## src/design/mcld_pkg.sv

```systemverilog
// Types and constants of the motor command line decoder.
`default_nettype none

package mcld_pkg;

   // Parse phases of one command line
   typedef enum logic [2:0] {
      PH_COLON  = 3'd0,
      PH_LETTER = 3'd1,
      PH_LSIGN  = 3'd2,
      PH_LDIG   = 3'd3,
      PH_RSIGN  = 3'd4,
      PH_RDIG   = 3'd5,
      PH_FDIG   = 3'd6,
      PH_NL     = 3'd7
   } phase_type;

   // Result kinds
   localparam logic [2:0] KIND_SPEED   = 3'd0;
   localparam logic [2:0] KIND_FREQ    = 3'd1;
   localparam logic [2:0] KIND_HEADING = 3'd2;
   localparam logic [2:0] KIND_CALIB   = 3'd3;
   localparam logic [2:0] KIND_ERROR   = 3'd4;

   // Error codes; ERR_NONE marks no error found yet
   localparam logic [1:0] ERR_COLON   = 2'd0;
   localparam logic [1:0] ERR_UNKNOWN = 2'd1;
   localparam logic [1:0] ERR_SYNTAX  = 2'd2;
   localparam logic [1:0] ERR_NONE    = 2'd3;

   // Configuration register indexes
   localparam logic [1:0] REG_SPEED   = 2'd0;
   localparam logic [1:0] REG_FREQ    = 2'd1;
   localparam logic [1:0] REG_HEADING = 2'd2;
   localparam logic [1:0] REG_CALIB   = 2'd3;

   // Characters
   localparam logic [7:0] CHR_COLON   = 8'h3A;
   localparam logic [7:0] CHR_MINUS   = 8'h2D;
   localparam logic [7:0] CHR_NEWLINE = 8'h0A;
   localparam logic [7:0] CHR_ZERO    = 8'd48;
   localparam logic [7:0] CHR_NINE    = 8'd57;

   // Field counts
   localparam logic [2:0] SPEED_DIGITS = 3'd3;
   localparam logic [2:0] FREQ_DIGITS  = 3'd5;

   // Result packing
   localparam int RSP_DATA_W = 48;
   localparam int RSP_USER_W = 3;

   typedef struct packed {
      logic [7:0] speed;
      logic [7:0] freq;
      logic [7:0] heading;
      logic [7:0] calib;
   } letters_type;

   typedef struct packed {
      logic [2:0]         cmd_kind;
      logic signed [10:0] left_speed;
      logic signed [10:0] right_speed;
      logic [16:0]        pwm_freq;
      logic [1:0]         error_code;
   } result_type;

endpackage

`default_nettype wire

```

## src/design/motor_command_line_decoder.sv

```systemverilog
// A line's last byte passes from the input register through the parse stage into the
// result register, which drives rsp.
// Throughput: one byte per cycle unless a stalled result holds the parse stage.
// A stalled result holds the parse stage; the input register then fills and tready drops.
// Reset (synchronous, active high) clears the parse state and both valid flags and
// loads the letter registers with 'S', 'F', 'H' and 'C'.
`default_nettype none

module motor_command_line_decoder (
   input  wire logic        clock,
   input  wire logic        reset,
   // byte stream in
   input  wire logic        req_tvalid,
   output logic             req_tready,
   input  wire logic [7:0]  req_tdata,   // [7:0] rx_byte
   input  wire logic        req_tlast,   // line_end
   // decoded commands out
   output logic             rsp_tvalid,
   input  wire logic        rsp_tready,
   output logic [mcld_pkg::RSP_DATA_W-1:0] rsp_tdata,
      // [10:0] left_speed, [21:11] right_speed, [38:22] pwm_freq,
      // [40:39] error_code, [47:41] zero
   output logic [mcld_pkg::RSP_USER_W-1:0] rsp_tuser,  // [2:0] cmd_kind
   // letter registers
   input  wire logic        csr_we,
   input  wire logic [1:0]  csr_addr,
   input  wire logic [7:0]  csr_wdata
);

   logic        in_valid_ff, in_valid_in;
   logic [7:0]  in_byte_ff, in_byte_in;
   logic        in_last_ff, in_last_in;
   logic        rsp_valid_ff, rsp_valid_in;
   mcld_pkg::result_type rsp_ff, rsp_in, result;
   mcld_pkg::letters_type letters_ff, letters_in;
   logic        out_free;
   logic        step;

   // The parse stage consumes a valid item unless it ends a line and a stalled result fills the slot
   assign out_free   = !rsp_valid_ff || rsp_tready;
   assign step       = in_valid_ff && (!in_last_ff || out_free);
   assign req_tready = !in_valid_ff || step;

   mcld_parse u_parse (
      .clock    (clock),
      .reset    (reset),
      .step     (step),
      .rx_byte  (in_byte_ff),
      .line_end (in_last_ff),
      .letters  (letters_ff),
      .result   (result)
   );

   // Input register
   always_comb begin
      in_valid_in = in_valid_ff;
      in_byte_in  = in_byte_ff;
      in_last_in  = in_last_ff;
      if (req_tready) begin
         in_valid_in = req_tvalid;
         in_byte_in  = req_tdata;
         in_last_in  = req_tlast;
      end
   end

   // Result register
   always_comb begin
      rsp_valid_in = rsp_valid_ff;
      rsp_in       = rsp_ff;
      if (step && in_last_ff) begin
         rsp_valid_in = 1'b1;
         rsp_in       = result;
      end else if (rsp_tready) begin
         rsp_valid_in = 1'b0;
      end
   end

   // Letter registers
   always_comb begin
      letters_in = letters_ff;
      if (csr_we) begin
         unique case (csr_addr)
            mcld_pkg::REG_SPEED:   letters_in.speed   = csr_wdata;
            mcld_pkg::REG_FREQ:    letters_in.freq    = csr_wdata;
            mcld_pkg::REG_HEADING: letters_in.heading = csr_wdata;
            mcld_pkg::REG_CALIB:   letters_in.calib   = csr_wdata;
            default:               letters_in = letters_ff;
         endcase
      end
   end

   always_ff @(posedge clock) begin
      if (reset) begin
         in_valid_ff  <= 1'b0;
         rsp_valid_ff <= 1'b0;
         letters_ff   <= '{speed: 8'd83, freq: 8'd70, heading: 8'd72, calib: 8'd67};
      end else begin
         in_valid_ff  <= in_valid_in;
         rsp_valid_ff <= rsp_valid_in;
         letters_ff   <= letters_in;
      end
      in_byte_ff <= in_byte_in;
      in_last_ff <= in_last_in;
      rsp_ff     <= rsp_in;
   end

   assign rsp_tvalid = rsp_valid_ff;
   assign rsp_tuser  = rsp_ff.cmd_kind;
   assign rsp_tdata  = {7'd0, rsp_ff.error_code, rsp_ff.pwm_freq,
                        rsp_ff.right_speed, rsp_ff.left_speed};

endmodule

`default_nettype wire

```

## src/design/mcld_parse.sv

```systemverilog
// Command line parser: parse state registers and the per-byte step logic.
`default_nettype none

module mcld_parse (
   input  wire logic                 clock,
   input  wire logic                 reset,
   input  wire logic                 step,       // one item consumed this cycle
   input  wire logic [7:0]           rx_byte,
   input  wire logic                 line_end,
   input  wire mcld_pkg::letters_type letters,
   output mcld_pkg::result_type      result      // valid when step && line_end
);

   mcld_pkg::phase_type phase_ff, phase_in, phase_n;
   logic [2:0]  pos_ff, pos_in, pos_n, pos_inc;
   logic [1:0]  cmd_ff, cmd_in, cmd_n;
   logic        neg1_ff, neg1_in, neg1_n;
   logic        neg2_ff, neg2_in, neg2_n;
   logic [16:0] val1_ff, val1_in, val1_n;
   logic [9:0]  val2_ff, val2_in, val2_n;
   logic [1:0]  err_ff, err_in, err_n;
   logic        done_ff, done_in, done_n;

   logic        is_digit;
   logic [3:0]  digit;
   logic [16:0] val1_mac;
   logic [9:0]  val2_mac;

   assign is_digit = (rx_byte >= mcld_pkg::CHR_ZERO) && (rx_byte <= mcld_pkg::CHR_NINE);
   assign digit    = 4'(rx_byte - mcld_pkg::CHR_ZERO);
   // times ten plus digit, as two shifts and adds
   assign val1_mac = (val1_ff << 3) + (val1_ff << 1) + 17'(digit);
   assign val2_mac = (val2_ff << 3) + (val2_ff << 1) + 10'(digit);
   assign pos_inc  = pos_ff + 3'd1;

   // State after taking this byte
   always_comb begin
      phase_n = phase_ff;
      pos_n   = pos_ff;
      cmd_n   = cmd_ff;
      neg1_n  = neg1_ff;
      neg2_n  = neg2_ff;
      val1_n  = val1_ff;
      val2_n  = val2_ff;
      err_n   = err_ff;
      done_n  = done_ff;
      if (!done_ff && err_ff == mcld_pkg::ERR_NONE) begin
         unique case (phase_ff)
            mcld_pkg::PH_COLON: begin
               if (rx_byte == mcld_pkg::CHR_COLON) phase_n = mcld_pkg::PH_LETTER;
               else err_n = mcld_pkg::ERR_COLON;
            end
            mcld_pkg::PH_LETTER: begin
               // first matching letter wins
               if (rx_byte == letters.speed) begin
                  cmd_n   = 2'(mcld_pkg::KIND_SPEED);
                  phase_n = mcld_pkg::PH_LSIGN;
               end else if (rx_byte == letters.freq) begin
                  cmd_n   = 2'(mcld_pkg::KIND_FREQ);
                  phase_n = mcld_pkg::PH_FDIG;
                  pos_n   = 3'd0;
               end else if (rx_byte == letters.heading) begin
                  cmd_n   = 2'(mcld_pkg::KIND_HEADING);
                  phase_n = mcld_pkg::PH_NL;
               end else if (rx_byte == letters.calib) begin
                  cmd_n   = 2'(mcld_pkg::KIND_CALIB);
                  phase_n = mcld_pkg::PH_NL;
               end else begin
                  err_n = mcld_pkg::ERR_UNKNOWN;
               end
            end
            mcld_pkg::PH_LSIGN: begin
               if (rx_byte == mcld_pkg::CHR_MINUS) begin
                  neg1_n  = 1'b1;
                  pos_n   = 3'd0;
                  phase_n = mcld_pkg::PH_LDIG;
               end else if (is_digit) begin
                  val1_n  = 17'(digit);
                  pos_n   = 3'd1;
                  phase_n = mcld_pkg::PH_LDIG;
               end else begin
                  err_n = mcld_pkg::ERR_SYNTAX;
               end
            end
            mcld_pkg::PH_RSIGN: begin
               if (rx_byte == mcld_pkg::CHR_MINUS) begin
                  neg2_n  = 1'b1;
                  pos_n   = 3'd0;
                  phase_n = mcld_pkg::PH_RDIG;
               end else if (is_digit) begin
                  val2_n  = 10'(digit);
                  pos_n   = 3'd1;
                  phase_n = mcld_pkg::PH_RDIG;
               end else begin
                  err_n = mcld_pkg::ERR_SYNTAX;
               end
            end
            mcld_pkg::PH_LDIG: begin
               if (!is_digit) begin
                  err_n = mcld_pkg::ERR_SYNTAX;
               end else begin
                  val1_n = val1_mac;
                  pos_n  = pos_inc;
                  if (pos_inc >= mcld_pkg::SPEED_DIGITS) begin
                     pos_n   = 3'd0;
                     phase_n = mcld_pkg::PH_RSIGN;
                  end
               end
            end
            mcld_pkg::PH_RDIG: begin
               if (!is_digit) begin
                  err_n = mcld_pkg::ERR_SYNTAX;
               end else begin
                  val2_n = val2_mac;
                  pos_n  = pos_inc;
                  if (pos_inc >= mcld_pkg::SPEED_DIGITS) begin
                     pos_n   = 3'd0;
                     phase_n = mcld_pkg::PH_NL;
                  end
               end
            end
            mcld_pkg::PH_FDIG: begin
               if (!is_digit) begin
                  err_n = mcld_pkg::ERR_SYNTAX;
               end else begin
                  val1_n = val1_mac;
                  pos_n  = pos_inc;
                  if (pos_inc >= mcld_pkg::FREQ_DIGITS) begin
                     pos_n   = 3'd0;
                     phase_n = mcld_pkg::PH_NL;
                  end
               end
            end
            mcld_pkg::PH_NL: begin
               if (rx_byte == mcld_pkg::CHR_NEWLINE) done_n = 1'b1;
               else err_n = mcld_pkg::ERR_SYNTAX;
            end
            default: err_n = mcld_pkg::ERR_SYNTAX;
         endcase
      end
   end

   // Result of the line ending with this byte
   always_comb begin
      result = '0;
      if (done_n) begin
         result.cmd_kind = 3'(cmd_n);
         if (3'(cmd_n) == mcld_pkg::KIND_SPEED) begin
            result.left_speed  = neg1_n ? (11'sd0 - $signed(val1_n[10:0]))
                                        : $signed(val1_n[10:0]);
            result.right_speed = neg2_n ? (11'sd0 - $signed({1'b0, val2_n}))
                                        : $signed({1'b0, val2_n});
         end else if (3'(cmd_n) == mcld_pkg::KIND_FREQ) begin
            result.pwm_freq = val1_n;
         end
      end else begin
         result.cmd_kind = mcld_pkg::KIND_ERROR;
         if (err_n != mcld_pkg::ERR_NONE) result.error_code = err_n;
         else if (phase_n == mcld_pkg::PH_LETTER) result.error_code = mcld_pkg::ERR_UNKNOWN;
         else result.error_code = mcld_pkg::ERR_SYNTAX;
      end
   end

   // Advance on each byte; the last byte of a line clears everything
   always_comb begin
      phase_in = phase_ff;
      pos_in   = pos_ff;
      cmd_in   = cmd_ff;
      neg1_in  = neg1_ff;
      neg2_in  = neg2_ff;
      val1_in  = val1_ff;
      val2_in  = val2_ff;
      err_in   = err_ff;
      done_in  = done_ff;
      if (step) begin
         if (line_end) begin
            phase_in = mcld_pkg::PH_COLON;
            pos_in   = 3'd0;
            cmd_in   = 2'd0;
            neg1_in  = 1'b0;
            neg2_in  = 1'b0;
            val1_in  = 17'd0;
            val2_in  = 10'd0;
            err_in   = mcld_pkg::ERR_NONE;
            done_in  = 1'b0;
         end else begin
            phase_in = phase_n;
            pos_in   = pos_n;
            cmd_in   = cmd_n;
            neg1_in  = neg1_n;
            neg2_in  = neg2_n;
            val1_in  = val1_n;
            val2_in  = val2_n;
            err_in   = err_n;
            done_in  = done_n;
         end
      end
   end

   always_ff @(posedge clock) begin
      if (reset) begin
         phase_ff <= mcld_pkg::PH_COLON;
         pos_ff   <= 3'd0;
         cmd_ff   <= 2'd0;
         neg1_ff  <= 1'b0;
         neg2_ff  <= 1'b0;
         val1_ff  <= 17'd0;
         val2_ff  <= 10'd0;
         err_ff   <= mcld_pkg::ERR_NONE;
         done_ff  <= 1'b0;
      end else begin
         phase_ff <= phase_in;
         pos_ff   <= pos_in;
         cmd_ff   <= cmd_in;
         neg1_ff  <= neg1_in;
         neg2_ff  <= neg2_in;
         val1_ff  <= val1_in;
         val2_ff  <= val2_in;
         err_ff   <= err_in;
         done_ff  <= done_in;
      end
   end

endmodule

`default_nettype wire

```

## config.mk

```make
export PLATFORM = sky130hd
export DESIGN_NAME = motor_command_line_decoder
export DESIGN_NICKNAME = d
export VERILOG_FILES = /design/src/design/mcld_pkg.sv /design/src/design/motor_command_line_decoder.sv /design/src/design/mcld_parse.sv
export SDC_FILE = /design/constraint.sdc
export NUM_CORES = 1
export LEC_CHECK = 0
export BUFFER_PORTS_ARGS = -buffer_cell sky130_fd_sc_hd__buf_4
export CORE_MARGIN = 4
export CORE_UTILIZATION = 54
export DETAILED_ROUTE_END_ITERATION = 6
export PLACE_DENSITY = 0.77
export SLEW_MARGIN = 40
export SYNTH_ARGS = -nofsm -noshare
export SYNTH_HDL_FRONTEND = slang
export SYNTH_SLANG_ARGS = --single-unit
```

## constraint.sdc

```tcl
create_clock -name clock -period 3.6 [get_ports clock]
set_clock_uncertainty 0.2 [all_clocks]
set_input_delay 0.36 -clock clock [delete_from_list [all_inputs] [get_ports clock]]
set_output_delay 0.36 -clock clock [all_outputs]
set_load 0.005 [all_outputs]
```

==> metrics.txt, run 1 <==
RSZ-0062 raised after global routing=yes; Finish-stage setup viols=0; P_leak=between 0.003 and 0.004 µW; Placed Instances=about 1,100; Final period util=96.1%; TritonCTS Buffers=17; core area=13,900 µm²; vias in the first global route=6,285; # port buffers=between 60 and 70; Worst Path Required=about 3600 ps; worst skew pair latency=roughly 420 ps; IO Count=77; Final GP Congestion=between 0.8 and 0.9; power density over the cells=370 nW/µm²; DRC=0; hpwl dp=about 13,000 µm; final max-slew violation count=0; Post-Syn Area=7640 µm²; die height=~130 µm; die area=between 15,000 and 20,000 µm²; Setup CP Type=flop to flop; Finished Layout Cells=roughly 1,100; status=finished, final reports clean; Routed Antenna Nets=0; Final Critical Period=around 3500 ps; CTS max path bufs=2; Reg-to-Reg End=rsp_tdata[20]; Slew @ Worst Pin=a little under 900 ps; drt wl/cell=~17 µm; Rel. slew slack=a little over two fifths; most frequent cell after synthesis=nor2_1; Ant. Diodes=0; Iter 0 DRT Violations=around 640; initial antenna violation count=0; die width=between 100 and 150 µm; Seq/Total Area, Yosys=between 40% and 50%; largest net degree at the start of global routing=74; Starting Density=a little under three fifths; total routed wirelength=between 15,000 and 20,000 µm; met2 usage=between 30% and 40%; number of cell rows=43; TNS Setup=0 ps; Via density=5.90; Min-Delay Path Class=primary input to flop; Tot GR Track Use=roughly a quarter; VDD IR-drop max=279 µV; met3 Use GR=between 4 and 5%; Synth top area share=between 20% and 30%; met1 Usage GRT=31.4%; R2R depth=13; Startpoint Class=flop; R2R Path Start=in_byte_ff[3]; area delta synth->final=21.9%; Crit Path Max Fanout=3; Clock transition at path regs=about 60 ps; H-tree lvl count=4; Mapped Cells=about 840; CP startpoint=in_byte_ff[3]; flops & latches, synth=~130; Worst R2R Setup Slack=about 140 ps; vias post-DR=approximately 6,700; TritonCTS clock tree=yes; EDFF count, synth=53; layout cells sized above 1=19.0%; GR Overflow Total=0; Max Cap Violations=0; mean area per synthesized cell=a little over 9 µm²; endpoint class of the critical path=flop; first-pass GRT wire length=roughly 31,000 µm; Yosys cell types=75; nets=between 1,000 and 1,500; Yosys warning total=0; clk root buf=clkbuf_16; First-pass DRT Iterations=6; ys async rst share=0%; global routing's busiest layer=met2; Hold Vio Cnt, Final=0; prevailing post-synth register cell=dfxtp_1; commonest cells in the netlist=nor2_1 (129), dfxtp_1 (74), nand2_1 (68); crit path to=rsp_tdata[20]; WP data arrival=roughly 3400 ps; Yosys top cell by area=edfxtp_1; Fmax achieved=approximately 0.29 GHz; Overall Power=approximately 3400 µW; clock tree sinks=approximately 130; Area contributors post-synth=edfxtp_1 (21%), dfxtp_1 (19%), ha_1 (7.7%)
metal layers:
metal | part of all wire, % | vias to the layer above | wire length (µm)
li1 | - | 3224 | -
met4 | 2.7 | 0 | 524
met1 | 42 | 3125 | 8070
met3 | 8.4 | 48 | 1630
met5 | 0 | - | 0
met2 | 47 | 293 | 9110
what timing repair did:
| action | 4_1_cts | 5_1_grt |
|---|---|---|
| setup endpoints to repair | 0 | 18 |
| buffers inserted | 0 | 1 |
| endpoints found under the hold margin | 19 | 0 |
| gates resized for setup | 0 | 24 |
| hold buffers | 15 | 0 |
worst min-delay path by stage:
stage	from	end	slack, ps	cells after the start
6_report	csr_wdata[2]	letters_ff[2]	20	3
5_1_grt	csr_wdata[2]	letters_ff[2]	20	3
4_1_cts	csr_wdata[2]	letters_ff[2]	7	3
3_5_place_dp	letters_ff[8]	letters_ff[8]	260	2
3_3_place_gp	letters_ff[3]	letters_ff[3]	260	2
2_1_floorplan	letters_ff[10]	letters_ff[10]	250	2
placed cells by master (no fill, tap or decap), types with 15 or more instances in the layout:
master / synthesis / final
clkbuf_16: 0 / 17
nor2_1: 129 / 129
xnor2_1: 23 / 23
a22oi_1: 17 / 15
dfxtp_1: 74 / 74
nand2_1: 68 / 68
ha_1: 47 / 47
xor2_1: 40 / 40
edfxtp_1: 53 / 53
buf_4: 10 / 110
a21oi_1: 65 / 64
dlygate4sd3_1: 0 / 15
o21ai_0: 28 / 27
inv_1: 25 / 24
layout make-up:
type | instances | area, µm²
Timing Repair Buffer | 125 | 976
Multi-Input combinational cell | 644 | 4370
Clock buffer | 21 | 460
Clock inverter | 11 | 115
Inverter | 25 | 93.8
Tap cell | 180 | 225
Fill cell | 1111 | 4560
Sequential cell | 127 | 3070
sequential cells by signal, indices dropped and copies added (netlist names), 2 cells and up:
register          count
u_parse.err_ff        2
u_parse.phase_ff      3
u_parse.cmd_ff        2
letters_ff           32
in_byte_ff            8
rsp_tuser             3
rsp_tdata            41
u_parse.pos_ff        3
u_parse.val1_ff      17
u_parse.val2_ff      10
kinds of logic after synthesis:
family / count (synthesis) / synth area share (%)
multiplexers: 15 / 2.01
XOR/XNOR: 63 / 7.22
AND/OR/NAND/NOR: 304 / 19.3
flip-flops: 127 / 40.2
other: 1 / 0.0491
buffers and inverters: 77 / 4.55
adder cells (fa/ha/maj): 52 / 8.89
AO/OA/AOI/OAI: 203 / 17.7
per-stage QoR:
stage,instance area (µm²),hold slack [ps],setup WS [ps],utilization [%]
finish,9320,17.5,142,67.1
global route,9320,17.3,-25.2,67.1
CTS,9180,6.86,4.65,66.2
detailed placement,8460,260,75.3,60.9
global placement,8450,255,146,60.9
floorplan,7660,248,106,-
critical path: stages (launching register included):
cell      delay, ps
edfxtp_1        350
inv_1            80
buf_4           150
fa_2            600
inv_1            50
ha_1            310
a211oi_2        230
o21bai_1        140
a21o_1          240
a31oi_1         180
xnor2_1         110
o31ai_2         350
xor2_1          170
nor2_1           50
report_power, final:
group / total, µW / switching, µW / internal, µW
sequential: 1550 / 25.0 / 1530
clock: 1670 / 625 / 1050
combinational: 223 / 127 / 96.1
total: 3450 / 777 / 2670
Power figures use the tool's default switching activity.
==> run 2: changes to the inputs <==
Settings changed: ABC_AREA set to 1, CORE_UTILIZATION 54 to 55, PLACE_DENSITY 0.77 to 0.78.
==> metrics.txt, run 2 <==
status=finished, final reports clean; core area=15,100 µm² (+8.7%); Final Critical Period=3290 ps (-170 ps); critical path's slowest cell=fa_1; most frequent cell after synthesis=nand2_1; Overall Power=3550 µW (+3.1%); clk root buf=clkbuf_16; H-tree lvl count=4 (unchanged); crit-path cells=inv_1 > fa_1 > inv_1 > ha_1 > nand2_1 > nor2_1 > nand2_1 > nand3_1 > nand2_1 > nand3_1 > nand2_1 > nand2_1 > a21oi_2 > inv_1 > o21ai_1 > nand3_1 > nand2_1 > nor2_1; Seq/Total Area, Yosys=36.4% (-3.8 points); commonest cells in the netlist=nand2_1 (306), nor2_1 (143), inv_1 (116); WP data arrival=3260 ps (-180 ps); drt wl/cell=15.0 µm (-12%); ys async rst share=0% (unchanged); Finish-stage setup viols=0 (unchanged); layout cells sized above 1=14.2% (-4.8 points); TNS Setup=0 ps (unchanged); initial antenna violation count=0 (unchanged); Max stage delay on crit path=550 ps (-50 ps); Rel. slew slack=47.2% (+5.3 points); TritonCTS Buffers=17 (unchanged); Crit Path Max Fanout=4 (+1); Min-Delay Path Class=primary input to flop; area delta synth->final=17.1%; Clock transition at path regs=60 ps (about the same); Startpoint Class=flop; IO Count=77 (unchanged); Ant. Diodes=0 (unchanged); DRC=0 (unchanged); First-pass DRT Iterations=5 (-1); first-pass GRT wire length=36,200 µm (+16%); die height=132 µm (+3.9%); vias post-DR=7,973 (+19%); mean area per synthesized cell=7.20 µm² (-21%); number of cell rows=45 (+4.7%); commonest non-fill, non-tap cell in the layout=nand2_1; Yosys top cell by area=edfxtp_1; P_leak=0.00443 µW (+14%); Yosys cell types=50 (-33%); Yosys warning total=0 (unchanged); flops & latches, synth=127 (unchanged); max reg flops=41 (unchanged); worst skew pair latency=420 ps (about the same); Buf+Inv Stages, Crit Path=3 (unchanged); EDFF count, synth=53 (unchanged); nets=1,341 (+32%); Final period util=91.3% (-4.7 points); VDD IR-drop max=323 µV (+16%); power density over the cells=359 nW/µm² (-2.8%); RSZ-0062 raised after global routing=no; Area contributors post-synth=edfxtp_1 (19%), dfxtp_1 (18%), nand2_1 (14%); Tot GR Track Use=25.4% (+1.3 points); total routed wirelength=21,900 µm (+13%); # port buffers=69 (unchanged); Fmax achieved=0.304 GHz (+5.2%); Worst Path Required=3570 ps (about the same); Iter 0 DRT Violations=711 (+10%); TritonCTS clock tree=yes; Slew @ Worst Pin=786 ps (-85.7 ps); die width=132 µm (+3.9%); Routed Antenna Nets=0 (unchanged); Synth top area share=18.9% (-2.0 points); delay-heaviest family, CP=adder cells; Post-Syn Area=8440 µm² (+10%); Hold Vio Cnt, Final=0 (unchanged); endpoint class of the critical path=flop; most frequent cells in the layout=nand2_1 (306), nor2_1 (143), inv_1 (115); Setup CP Type=flop to flop; Mapped Cells=1,172 (+39%); final max-slew violation count=0 (unchanged); Worst path most repeated cell=nand2_1; Final GP Congestion=0.951 (+6.4%); Max Cap Violations=0 (unchanged); die area=17,400 µm² (+7.9%); prevailing post-synth register cell=dfxtp_1; CTS max path bufs=2 (unchanged); Starting Density=55.9% (+0.86 points); GR Overflow Total=0 (unchanged); vias in the first global route=7,494 (+19%); Via density=5.43 (-8.0%); largest net degree at the start of global routing=45 (-39%); clock tree sinks=127 (unchanged); hpwl dp=16,000 µm (+20%)
run 2: through the flow:
step           hold slack, ps  instance area [µm²]  setup WS [ps]  cells  utilization (%)
5_1_grt                   162                 9880           13.7   1467             65.5
3_3_place_gp              253                 9100            404   1413             60.3
3_5_place_dp              261                 9100            288   1413             60.3
2_1_floorplan             244                 8460            518   1178                -
6_report                  126                 9880            312   1467             65.5
4_1_cts                   107                 9850            278   1463             65.3
run 2: final timing paths:
path,start,end,slack (ps),cells past startpoint
max,u_parse.val1_ff[2],rsp_tdata[9],310,18
min,rsp_tready,rsp_tvalid,130,4
max reg2reg,u_parse.val1_ff[2],rsp_tdata[9],310,18
min reg2reg,letters_ff[10],letters_ff[10],270,2
run 2: timing repair:
item / 4_1_cts / 5_1_grt
endpoints found under the setup margin: 0 / 2
buffers inserted: 0 / 4
gates resized for setup: 0 / 1
hold buffers: 18 / 0
endpoints found under the hold margin: 30 / 0
run 2: logic make-up (layout without fill, tap and decap cells):
group,Yosys count,after routing,synth area share (%)
other,1,7,0.0445
and+or+nand+nor,601,601,31.0
AOI/OAI and AO/OA,184,184,12.3
xor gates and xnor gates,32,32,3.32
buffers and inverters,176,277,9.02
adders and majority gates,51,51,7.92
DFF,127,127,36.4
run 2: final cells by class:
type	count	area, µm²
Clock buffer	21	472
Clock inverter	11	104
Fill cell	1285	5210
Inverter	137	518
Multi-Input combinational cell	875	4620
Sequential cell	127	3070
Tap cell	188	235
Timing Repair Buffer	108	856
run 2: tightest hold or removal path, delay by kind of cell:
kind                   cells  cell delay, ps
AOI/OAI and AO/OA          1             160
buffers and inverters      2             120
and+or+nand+nor            1              50
run 2: power breakdown:
part	total [µW]	switching, µW	leakage [µW]	internal [µW]
logic	298	182	0.00306	116
clock network	1690	673	0.000268	1010
registers	1570	29.7	0.00110	1540
run 2: routing by layer:
metal  vias up  share of wire [%]  track usage [%]
met5         -                  0                0
met4         0                2.8             10.1
met3        55                5.9             4.81
met2       310                 48             42.5
met1      3588                 44             32.5
li1       4020                  -                -
